[src/rtl/grt_pkg.sv]
// Shared types and constants of the grid region table.
`default_nettype none
package grt_pkg;

    localparam int MAX_REGIONS = 16;
    localparam int IDX_W       = $clog2(MAX_REGIONS);
    localparam int MAX_GRID    = 64;
    localparam int DIV_W       = 23;

    // Request modes.
    localparam logic [1:0] MODE_ADD    = 2'd0;
    localparam logic [1:0] MODE_REMOVE = 2'd1;
    localparam logic [1:0] MODE_OCC    = 2'd2;
    localparam logic [1:0] MODE_BOUNDS = 2'd3;

    // Register indexes.
    localparam logic [1:0] REG_COLS = 2'd0;
    localparam logic [1:0] REG_ROWS = 2'd1;
    localparam logic [1:0] REG_WINW = 2'd2;
    localparam logic [1:0] REG_WINH = 2'd3;

    typedef struct packed {
        logic [1:0] mode;
        logic [7:0] scene_id;
        logic [5:0] col;
        logic [5:0] row;
        logic [6:0] span_cols;
        logic [6:0] span_rows;
    } t_in;

    typedef struct packed {
        logic        accepted;
        logic [15:0] pos_x;
        logic [15:0] pos_y;
        logic [15:0] size_w;
        logic [15:0] size_h;
    } t_out;

    // Partial result handed from cell to cell during a scan.
    typedef struct packed {
        logic             vld;
        logic             overlap;
        logic             occ;
        logic             hit;
        logic [IDX_W-1:0] hit_idx;
        logic             free;
        logic [IDX_W-1:0] free_idx;
        logic [5:0]       col;
        logic [5:0]       row;
        logic [6:0]       spc;
        logic [6:0]       spr;
    } t_carry;

    // Slot write broadcast to all cells.
    typedef struct packed {
        logic             en;
        logic             clr;
        logic [IDX_W-1:0] idx;
        logic [7:0]       key;
        logic [5:0]       col;
        logic [5:0]       row;
        logic [6:0]       spc;
        logic [6:0]       spr;
    } t_wr;

endpackage
`default_nettype wire

[src/rtl/grt_cell.sv]
// One table slot with its stage of the scan chain.
`default_nettype none
module grt_cell (
    input  wire                         i_clk,
    input  wire                         i_rst_n,
    input  wire  [grt_pkg::IDX_W-1:0]   i_idx,
    input  grt_pkg::t_in                i_req,
    input  grt_pkg::t_wr                i_wr,
    input  grt_pkg::t_carry             i_car,
    output grt_pkg::t_carry             o_car
);
    logic       r_vld;
    logic [7:0] r_key;
    logic [5:0] r_col;
    logic [5:0] r_row;
    logic [6:0] r_spc;
    logic [6:0] r_spr;
    grt_pkg::t_carry r_car;
    grt_pkg::t_carry n_car;

    logic [7:0] a_cend, a_rend, s_cend, s_rend, q_col, q_row, s_col, s_row;
    logic       key_eq, ov_here, occ_here;

    // Local tests of the request against this slot.
    always_comb begin
        q_col  = 8'(i_req.col);
        q_row  = 8'(i_req.row);
        s_col  = 8'(r_col);
        s_row  = 8'(r_row);
        a_cend = q_col + 8'(i_req.span_cols);
        a_rend = q_row + 8'(i_req.span_rows);
        s_cend = s_col + 8'(r_spc);
        s_rend = s_row + 8'(r_spr);
        key_eq = r_vld && (r_key == i_req.scene_id);
        ov_here = r_vld && !key_eq &&
                  !(a_cend <= s_col || q_col >= s_cend ||
                    a_rend <= s_row || q_row >= s_rend);
        occ_here = r_vld && q_col >= s_col && q_col < s_cend &&
                   q_row >= s_row && q_row < s_rend;
    end

    // Merge this slot into the running result.
    always_comb begin
        n_car         = i_car;
        n_car.overlap = i_car.overlap | ov_here;
        n_car.occ     = i_car.occ | occ_here;
        if (key_eq && !i_car.hit) begin
            n_car.hit     = 1'b1;
            n_car.hit_idx = i_idx;
            n_car.col     = r_col;
            n_car.row     = r_row;
            n_car.spc     = r_spc;
            n_car.spr     = r_spr;
        end
        if (!r_vld && !i_car.free) begin
            n_car.free     = 1'b1;
            n_car.free_idx = i_idx;
        end
    end

    // Chain stage register.
    always_ff @(posedge i_clk) begin
        r_car <= n_car;
        if (!i_rst_n) begin
            r_car.vld <= 1'b0;
        end
    end

    // Slot storage.
    always_ff @(posedge i_clk) begin
        if (!i_rst_n) begin
            r_vld <= 1'b0;
        end else if (i_wr.en && i_wr.idx == i_idx) begin
            r_vld <= !i_wr.clr;
        end
    end

    always_ff @(posedge i_clk) begin
        if (i_wr.en && !i_wr.clr && i_wr.idx == i_idx) begin
            r_key <= i_wr.key;
            r_col <= i_wr.col;
            r_row <= i_wr.row;
            r_spc <= i_wr.spc;
            r_spr <= i_wr.spr;
        end
    end

    assign o_car = r_car;
endmodule
`default_nettype wire

[src/rtl/grt_div.sv]
// Restoring divider, one quotient bit per cycle.
`default_nettype none
module grt_div (
    input  wire                       i_clk,
    input  wire                       i_rst_n,
    input  wire                       i_start,
    input  wire  [grt_pkg::DIV_W-1:0] i_num,
    input  wire  [6:0]                i_den,
    output logic                      o_done,
    output logic [grt_pkg::DIV_W-1:0] o_quo
);
    logic [grt_pkg::DIV_W-1:0] r_q;
    logic [6:0]                r_rem;
    logic [6:0]                r_den;
    logic [4:0]                r_cnt;
    logic                      r_done;
    logic [7:0]                trial;

    assign trial = {r_rem, r_q[grt_pkg::DIV_W-1]};

    // Control: bit counter and done pulse.
    always_ff @(posedge i_clk) begin
        if (!i_rst_n) begin
            r_cnt  <= 5'd0;
            r_done <= 1'b0;
        end else if (i_start) begin
            r_cnt  <= 5'(grt_pkg::DIV_W);
            r_done <= 1'b0;
        end else begin
            r_done <= (r_cnt == 5'd1);
            if (r_cnt != 5'd0) begin
                r_cnt <= r_cnt - 5'd1;
            end
        end
    end

    // Datapath: shift the dividend out and the quotient in.
    always_ff @(posedge i_clk) begin
        if (i_start) begin
            r_q   <= i_num;
            r_rem <= 7'd0;
            r_den <= i_den;
        end else if (r_cnt != 5'd0) begin
            if (trial >= {1'b0, r_den}) begin
                r_rem <= 7'(trial - {1'b0, r_den});
                r_q   <= {r_q[grt_pkg::DIV_W-2:0], 1'b1};
            end else begin
                r_rem <= trial[6:0];
                r_q   <= {r_q[grt_pkg::DIV_W-2:0], 1'b0};
            end
        end
    end

    assign o_done = r_done;
    assign o_quo  = r_q;
endmodule
`default_nettype wire

[src/rtl/grid_region_table.sv]
// A request scans a chain of 16 slot cells, one cell per cycle; add and remove then write back.
// Bounds, on a hit, adds a multiply state, a divider start state and a bit-serial division of four values.
// One request at a time: a new one is taken only after the last result is loaded into the output register.
// Synchronous active-low reset empties the table and restores 1x1 grid, zero window.
`default_nettype none
module grid_region_table (
    input  wire                i_clk,
    input  wire                i_rst_n,
    input  wire                i_in_valid,
    output logic               o_in_ready,
    input  grt_pkg::t_in       i_in_data,
    output logic               o_out_valid,
    input  wire                i_out_ready,
    output grt_pkg::t_out      o_out_data,
    input  wire                psel,
    input  wire                penable,
    input  wire                pwrite,
    input  wire  [3:0]         paddr,
    input  wire  [31:0]        pwdata,
    output logic [31:0]        prdata,
    output logic               pready
);
    localparam logic [2:0] S_IDLE = 3'd0;
    localparam logic [2:0] S_SCAN = 3'd1;
    localparam logic [2:0] S_MUL  = 3'd2;
    localparam logic [2:0] S_DST  = 3'd3;
    localparam logic [2:0] S_DIV  = 3'd4;
    localparam logic [2:0] S_DONE = 3'd5;

    logic [2:0]  r_state, n_state;
    logic [6:0]  r_cols, r_rows;
    logic [15:0] r_winw, r_winh;
    grt_pkg::t_in    r_req;
    logic            r_seed;
    grt_pkg::t_out   r_res, n_res;
    grt_pkg::t_out   r_out;
    logic            r_ovld;
    grt_pkg::t_carry r_hit, n_hit;
    logic [grt_pkg::DIV_W-1:0] r_prod [4];
    grt_pkg::t_carry chain [grt_pkg::MAX_REGIONS+1];
    grt_pkg::t_carry tail;
    grt_pkg::t_wr    wr;
    logic [6:0]  ecols, erows;
    logic        in_acc, cfg_wr, out_load;
    logic        div_done [4];
    logic [grt_pkg::DIV_W-1:0] div_quo [4];
    logic [6:0]  div_den [4];

    function automatic logic [6:0] eff_count(input logic [6:0] v);
        logic [6:0] e;
        if (v == 7'd0) begin
            e = 7'd1;
        end else if (v > 7'(grt_pkg::MAX_GRID)) begin
            e = 7'(grt_pkg::MAX_GRID);
        end else begin
            e = v;
        end
        return e;
    endfunction

    function automatic logic [15:0] sat16(input logic [grt_pkg::DIV_W-1:0] v);
        return (v > grt_pkg::DIV_W'(16'hFFFF)) ? 16'hFFFF : v[15:0];
    endfunction

    assign ecols    = eff_count(r_cols);
    assign erows    = eff_count(r_rows);
    assign in_acc   = i_in_valid && o_in_ready;
    assign cfg_wr   = psel && penable && pwrite;
    assign out_load = (r_state == S_DONE) && (!r_ovld || i_out_ready);

    // Configuration registers.
    always_ff @(posedge i_clk) begin
        if (!i_rst_n) begin
            r_cols <= 7'd1;
            r_rows <= 7'd1;
            r_winw <= 16'd0;
            r_winh <= 16'd0;
        end else if (cfg_wr) begin
            case (paddr[3:2])
                grt_pkg::REG_COLS: r_cols <= pwdata[6:0];
                grt_pkg::REG_ROWS: r_rows <= pwdata[6:0];
                grt_pkg::REG_WINW: r_winw <= pwdata[15:0];
                grt_pkg::REG_WINH: r_winh <= pwdata[15:0];
                default: r_cols <= r_cols;
            endcase
        end
    end

    // Register readback.
    always_comb begin
        case (paddr[3:2])
            grt_pkg::REG_COLS: prdata = 32'(r_cols);
            grt_pkg::REG_ROWS: prdata = 32'(r_rows);
            grt_pkg::REG_WINW: prdata = 32'(r_winw);
            grt_pkg::REG_WINH: prdata = 32'(r_winh);
            default:           prdata = 32'd0;
        endcase
    end
    assign pready = 1'b1;

    // Request capture and scan seed.
    always_ff @(posedge i_clk) begin
        if (in_acc) begin
            r_req <= i_in_data;
        end
        if (!i_rst_n) begin
            r_seed <= 1'b0;
        end else begin
            r_seed <= in_acc;
        end
    end

    // Cell chain.
    always_comb begin
        chain[0]     = '0;
        chain[0].vld = r_seed;
    end

    for (genvar g = 0; g < grt_pkg::MAX_REGIONS; g++) begin : g_cell
        grt_cell u_cell (
            .i_clk   (i_clk),
            .i_rst_n (i_rst_n),
            .i_idx   (grt_pkg::IDX_W'(g)),
            .i_req   (r_req),
            .i_wr    (wr),
            .i_car   (chain[g]),
            .o_car   (chain[g+1])
        );
    end
    assign tail = chain[grt_pkg::MAX_REGIONS];

    // Decision at the end of the scan.
    always_comb begin
        n_state = r_state;
        n_res   = r_res;
        n_hit   = r_hit;
        wr      = '0;
        wr.key  = r_req.scene_id;
        wr.col  = r_req.col;
        wr.row  = r_req.row;
        wr.spc  = r_req.span_cols;
        wr.spr  = r_req.span_rows;
        case (r_state)
            S_IDLE: begin
                if (in_acc) begin
                    n_state = S_SCAN;
                end
            end
            S_SCAN: begin
                if (tail.vld) begin
                    n_res   = '0;
                    n_state = S_DONE;
                    case (r_req.mode)
                        grt_pkg::MODE_ADD: begin
                            n_res.accepted =
                                (8'(r_req.col) + 8'(r_req.span_cols) <= 8'(ecols)) &&
                                (8'(r_req.row) + 8'(r_req.span_rows) <= 8'(erows)) &&
                                !tail.overlap && (tail.hit || tail.free);
                            wr.en  = n_res.accepted;
                            wr.idx = tail.hit ? tail.hit_idx : tail.free_idx;
                        end
                        grt_pkg::MODE_REMOVE: begin
                            n_res.accepted = tail.hit;
                            wr.en  = tail.hit;
                            wr.clr = 1'b1;
                            wr.idx = tail.hit_idx;
                        end
                        grt_pkg::MODE_OCC: begin
                            n_res.accepted = tail.occ;
                        end
                        default: begin
                            n_res.accepted = tail.hit;
                            n_hit          = tail;
                            if (tail.hit) begin
                                n_state = S_MUL;
                            end
                        end
                    endcase
                end
            end
            S_MUL:  n_state = S_DST;
            S_DST:  n_state = S_DIV;
            S_DIV: begin
                if (div_done[0]) begin
                    n_res.pos_x  = sat16(div_quo[0]);
                    n_res.pos_y  = sat16(div_quo[1]);
                    n_res.size_w = sat16(div_quo[2]);
                    n_res.size_h = sat16(div_quo[3]);
                    n_state      = S_DONE;
                end
            end
            S_DONE: begin
                if (out_load) begin
                    n_state = S_IDLE;
                end
            end
            default: n_state = S_IDLE;
        endcase
    end

    always_ff @(posedge i_clk) begin
        if (!i_rst_n) begin
            r_state <= S_IDLE;
        end else begin
            r_state <= n_state;
        end
    end

    always_ff @(posedge i_clk) begin
        r_res <= n_res;
        r_hit <= n_hit;
    end

    // Products of cell counts and window size, at full width.
    always_ff @(posedge i_clk) begin
        if (r_state == S_MUL) begin
            r_prod[0] <= grt_pkg::DIV_W'(r_hit.col) * grt_pkg::DIV_W'(r_winw);
            r_prod[1] <= grt_pkg::DIV_W'(r_hit.row) * grt_pkg::DIV_W'(r_winh);
            r_prod[2] <= grt_pkg::DIV_W'(r_hit.spc) * grt_pkg::DIV_W'(r_winw);
            r_prod[3] <= grt_pkg::DIV_W'(r_hit.spr) * grt_pkg::DIV_W'(r_winh);
        end
    end

    assign div_den[0] = ecols;
    assign div_den[1] = erows;
    assign div_den[2] = ecols;
    assign div_den[3] = erows;

    for (genvar d = 0; d < 4; d++) begin : g_div
        grt_div u_div (
            .i_clk   (i_clk),
            .i_rst_n (i_rst_n),
            .i_start (r_state == S_DST),
            .i_num   (r_prod[d]),
            .i_den   (div_den[d]),
            .o_done  (div_done[d]),
            .o_quo   (div_quo[d])
        );
    end

    // Output register.
    always_ff @(posedge i_clk) begin
        if (!i_rst_n) begin
            r_ovld <= 1'b0;
        end else if (out_load) begin
            r_ovld <= 1'b1;
        end else if (i_out_ready) begin
            r_ovld <= 1'b0;
        end
    end

    always_ff @(posedge i_clk) begin
        if (out_load) begin
            r_out <= r_res;
        end
    end

    assign o_in_ready  = (r_state == S_IDLE);
    assign o_out_valid = r_ovld;
    assign o_out_data  = r_out;
endmodule
`default_nettype wire

[config.mk]
export PLATFORM = sky130hd
export DESIGN_NAME = grid_region_table
export DESIGN_NICKNAME = d
export VERILOG_FILES = /design/src/rtl/grt_pkg.sv /design/src/rtl/grt_cell.sv /design/src/rtl/grt_div.sv /design/src/rtl/grid_region_table.sv
export SDC_FILE = /design/constraint.sdc
export NUM_CORES = 2
export LEC_CHECK = 0
export ABC_CLOCK_PERIOD_IN_PS = 9000
export BUFFER_PORTS_ARGS = -buffer_cell sky130_fd_sc_hd__buf_2
export CAP_MARGIN = 20
export CORE_MARGIN = 2
export CORE_UTILIZATION = 40
export CTS_BUF_LIST = sky130_fd_sc_hd__clkbuf_2
export CTS_CLUSTER_SIZE = 12
export DETAILED_ROUTE_END_ITERATION = 7
export RECOVER_POWER = 100
export SETUP_SLACK_MARGIN = 0.2
export SYNTH_ARGS = -nofsm -noshare
export SYNTH_HDL_FRONTEND = slang
export SYNTH_SLANG_ARGS = --single-unit
[constraint.sdc]
create_clock -name i_clk -period 9 [get_ports i_clk]
set_input_delay 0.45 -clock i_clk [delete_from_list [all_inputs] [get_ports i_clk]]
set_output_delay 0.45 -clock i_clk [all_outputs]
set_load 0.05 [all_outputs]
==> impl_metrics.py <==
metrics = {
    "outcome": {
        "status": "finished with violations",
        "violations": "max-capacitance violations, max-slew violations",
    },
    "worst_hold_path": {
        "hp-class": "register to register",
    },
    "power": {
        "seq_power_share": 0.528,
        "leakagePower_nw": 42.9,
        "worst_ir_drop_vdd_mv": 0.140,
        "swShare": 0.302,
        "comb_power_share": 0.157,
        "power.density_mw_per_mm2": 165,
        "intPower_mw": 11.4,
        "switchingPower_mw": 4.93,
        "power_frac_clock": 0.315,
        "power_mw": 16.3,
    },
    "critical_path": {
        "cp_cell_sequence": "clkbuf_1, ha_1, inv_1, fa_1, inv_2, ha_1, nor2b_1, o21a_1, o21ai_0, a211o_1, nand4_2, a211oi_1, nand2_1, nor2_1, buf_12",
        "crit_type": "register to register",
        "reg2reg_depth": 15,
        "end_kind": "register",
        "reg2reg_to": "g_cell[2].u_cell.r_spc[3]",
        "worstSetupStartpoint": "r_req[7]",
        "cp_common_cell": "ha_1",
        "cp.required_ns": 10.44,
        "max_stage_delay_ns": 1.66,
        "slowest_stage": "clkbuf_1",
        "r2r_start": "r_req[7]",
        "cp-start-kind": "register",
        "crit_end": "g_cell[2].u_cell.r_spc[3]",
        "critPathArrivalTime_ns": 8.47,
        "crit_fanout": 28,
        "rrSetupSlack_ns": 1.97,
    },
    "sta": {
        "rsz0062_at_grt": "false",
        "tightestPinTransition_ns": 3.77,
        "hold_viol": 0,
        "timing.hold.ws_ns": 0.344,
        "finalClockSkew_ns": 0.207,
        "setup-tns-final_ns": 0,
        "slew_headroom": -1.51,
        "slew_viol_final": 1731,
        "min_period_ns": 7.03,
        "setup_violations": 0,
        "setup_slack_ns": 1.97,
        "max_freq_mhz": 142,
        "final.period_utilization": 0.781,
    },
    "final_layout": {
        "final_util": 0.449,
        "layout-drive-gt1-share": 0.136,
        "stdcell_count": 11600,
        "final_common_cell": "ha_1",
        "fin_nets": 9638,
        "layout_common_cells": "ha_1, edfxtp_1, nand2_1, dfxtp_1, clkbuf_2",
        "syn2layout_area_growth_pct": 11.5,
        "final_area_sq_mm": 0.0988,
    },
    "clock_tree": {
        "tritoncts": "done",
        "clk_path_buf_depth": 4,
        "cts_sinks": 1642,
        "clkTransAtPathRegs_ns": 0.10,
        "numCtsBuffers": 421,
        "clk_latency_ns": 1.83,
        "cts-root-buf": "clkbuf_2",
        "htree_num_levels": 5,
    },
    "global_route": {
        "grtUsageTotal": 0.205,
        "grt_overflow": 0,
        "grt_pass1_wl_mm": 356,
        "grt_max_degree": 85,
        "antenna_found_initial": 13,
        "grt_pass1_vias": 61800,
    },
    "synthesis": {
        "syn_area_sq_mm": 0.0886,
        "yosysWarnings": 0,
        "synth_seq_cells": 1642,
        "synthTopCellsByArea": "edfxtp_1, dfxtp_1, ha_1, fa_1, mux2_2",
        "yosysSeqAreaShare": 0.476,
        "avgSynthCellArea_sq_um": 11.7,
        "synth.distinct_cells": 93,
        "async_reset_ff_frac": 0,
        "synth_area_leader_cell": "edfxtp_1",
        "netlist.area_leader.share": 0.316,
        "synth_ff_type": "edfxtp_1",
        "syn_inst": 7601,
        "synth-edff-count": 932,
    },
    "run": {
        "cap_violations": 57,
    },
    "routing": {
        "viasPerCell": 5.13,
        "drtIter0Drc": 3806,
        "drc_errors": 0,
        "routedWlPerCell_um": 19.9,
        "firstDrtPassIters": 5,
        "via_count": 59600,
        "wl_mm": 231,
        "ant_nets": 0,
    },
    "die": {
        "die_area_sq_mm": 0.225,
        "start_util": 0.403,
        "row_count": 172,
        "ios": 179,
        "die_h_um": 475,
        "core_area_sq_mm": 0.220,
        "die_w_um": 475,
    },
    "place": {
        "dp_hpwl_mm": 160,
        "placed_area_sq_mm": 0.0933,
        "place_inst": 10600,
        "gp_congestion": 0.845,
        "portBuffers": 143,
        "dp_slack_ns": 3.13,
    },
}
## what timing repair did
action	CTS	global route
hold buffers	212	0
hold endpoints to repair	241	0
buffers inserted	0	0
resized for setup	0	0
## worst min-delay path by stage
stage	startpoint	endpoint	slack, ns	depth (start not counted)
after floorplan	g_cell[0].u_cell.o_car[30]	g_cell[1].u_cell.o_car[26]	0.38	1
after global placement	g_cell[15].u_cell.o_car[5]	r_hit[5]	0.39	0
after detailed placement	g_cell[15].u_cell.o_car[1]	r_hit[1]	0.39	0
after CTS	i_in_data[19]	r_req[19]	0.05	4
after global routing	i_in_data[19]	r_req[19]	0.10	4
final	g_cell[10].u_cell.o_car[34]	g_cell[11].u_cell.o_car[34]	0.34	1
## cell usage after synthesis (21+ instances only)
master,n
a21boi_0,21
or3_1,31
and2_1,190
or2_2,60
a211oi_1,29
inv_1,565
nor3_1,78
dfxtp_1,710
o21a_1,151
buf_2,41
mux2i_1,45
o211ai_1,21
a21o_1,189
ha_1,969
and3_1,30
mux2_2,394
nand2_1,744
clkbuf_1,150
edfxtp_1,932
xnor2_1,270
nand2b_1,129
o22ai_1,36
a21oi_1,308
nor4_1,37
o21ai_1,31
nand3_1,81
o21bai_1,41
nand4_1,88
xor2_1,83
fa_1,290
nor2b_1,181
nor2_1,238
o21ai_0,185
## flip-flops by register name, summed over array words and instances, names as in the netlist
signal and count:
r_seed 1, r_winw 16, g_cell.u_cell.r_key 128, r_prod 90, r_hit 26, r_rows 7, o_out_valid 1, g_cell.u_cell.o_car 594
r_winh 16, g_cell.u_cell.r_col 96, r_state 3, g_div.u_div.r_cnt 20, r_req 36, g_div.u_div.r_rem 28, g_div.u_div.o_quo 92, g_div.u_div.o_done 1
r_res 65, r_cols 7, g_cell.u_cell.r_row 96, g_cell.u_cell.r_spc 112, g_cell.u_cell.r_vld 16, g_cell.u_cell.r_spr 112, g_div.u_div.r_den 14, o_out_data 65
## cell families (layout without fill, tap and decap cells)
group,after synthesis,after routing,synth area share
buf+inv,783,1803,0.0345
flops,1642,1642,0.476
simple gates,1952,1952,0.109
other cells,2,24,0.0000847
xor+xnor,353,353,0.0349
mux,452,452,0.0577
compound gates,1158,1158,0.0849
fa+ha+maj,1259,1259,0.202
## power groups by stage
stage	registers (mW)	logic, mW	clock network, mW
2_1_floorplan	8.74	1.72	0
3_3_place_gp	8.78	2.41	0
3_5_place_dp	8.79	2.55	0
4_1_cts	8.62	2.63	5.35
5_1_grt	8.68	2.89	5.73
6_report	8.63	2.57	5.15
## layout make-up
type / count / area (sq um)
clock buffer: 627 / 3140
antenna: 7 / 17.5
sequential: 1642 / 42200
fill: 20600 / 121000
timing repair buffer: 476 / 3430
inverter: 568 / 2130
tap: 2958 / 3700
multi-input combinational: 5191 / 43500
clock inverter: 132 / 698
## per-layer routing
layer	part of all wire	wire, um	vias to the layer above	GRT usage
met5	0.00012	27	-	0
met4	0.032	7330	4	0.0735
met3	0.052	11900	426	0.0351
met2	0.47	109000	1499	0.344
met1	0.44	102000	29200	0.264
li1	-	-	28400	-
## critical path: cells and delay by family, from the launching register on
kind	cells	cell delay, ns
DFF	1	0.33
and+or+nand+nor	4	1.45
AOI/OAI and AO/OA	4	0.93
buffers and inverters	4	2.71
adders and majority gates	3	1.23
(Power assumes the default switching activity.)
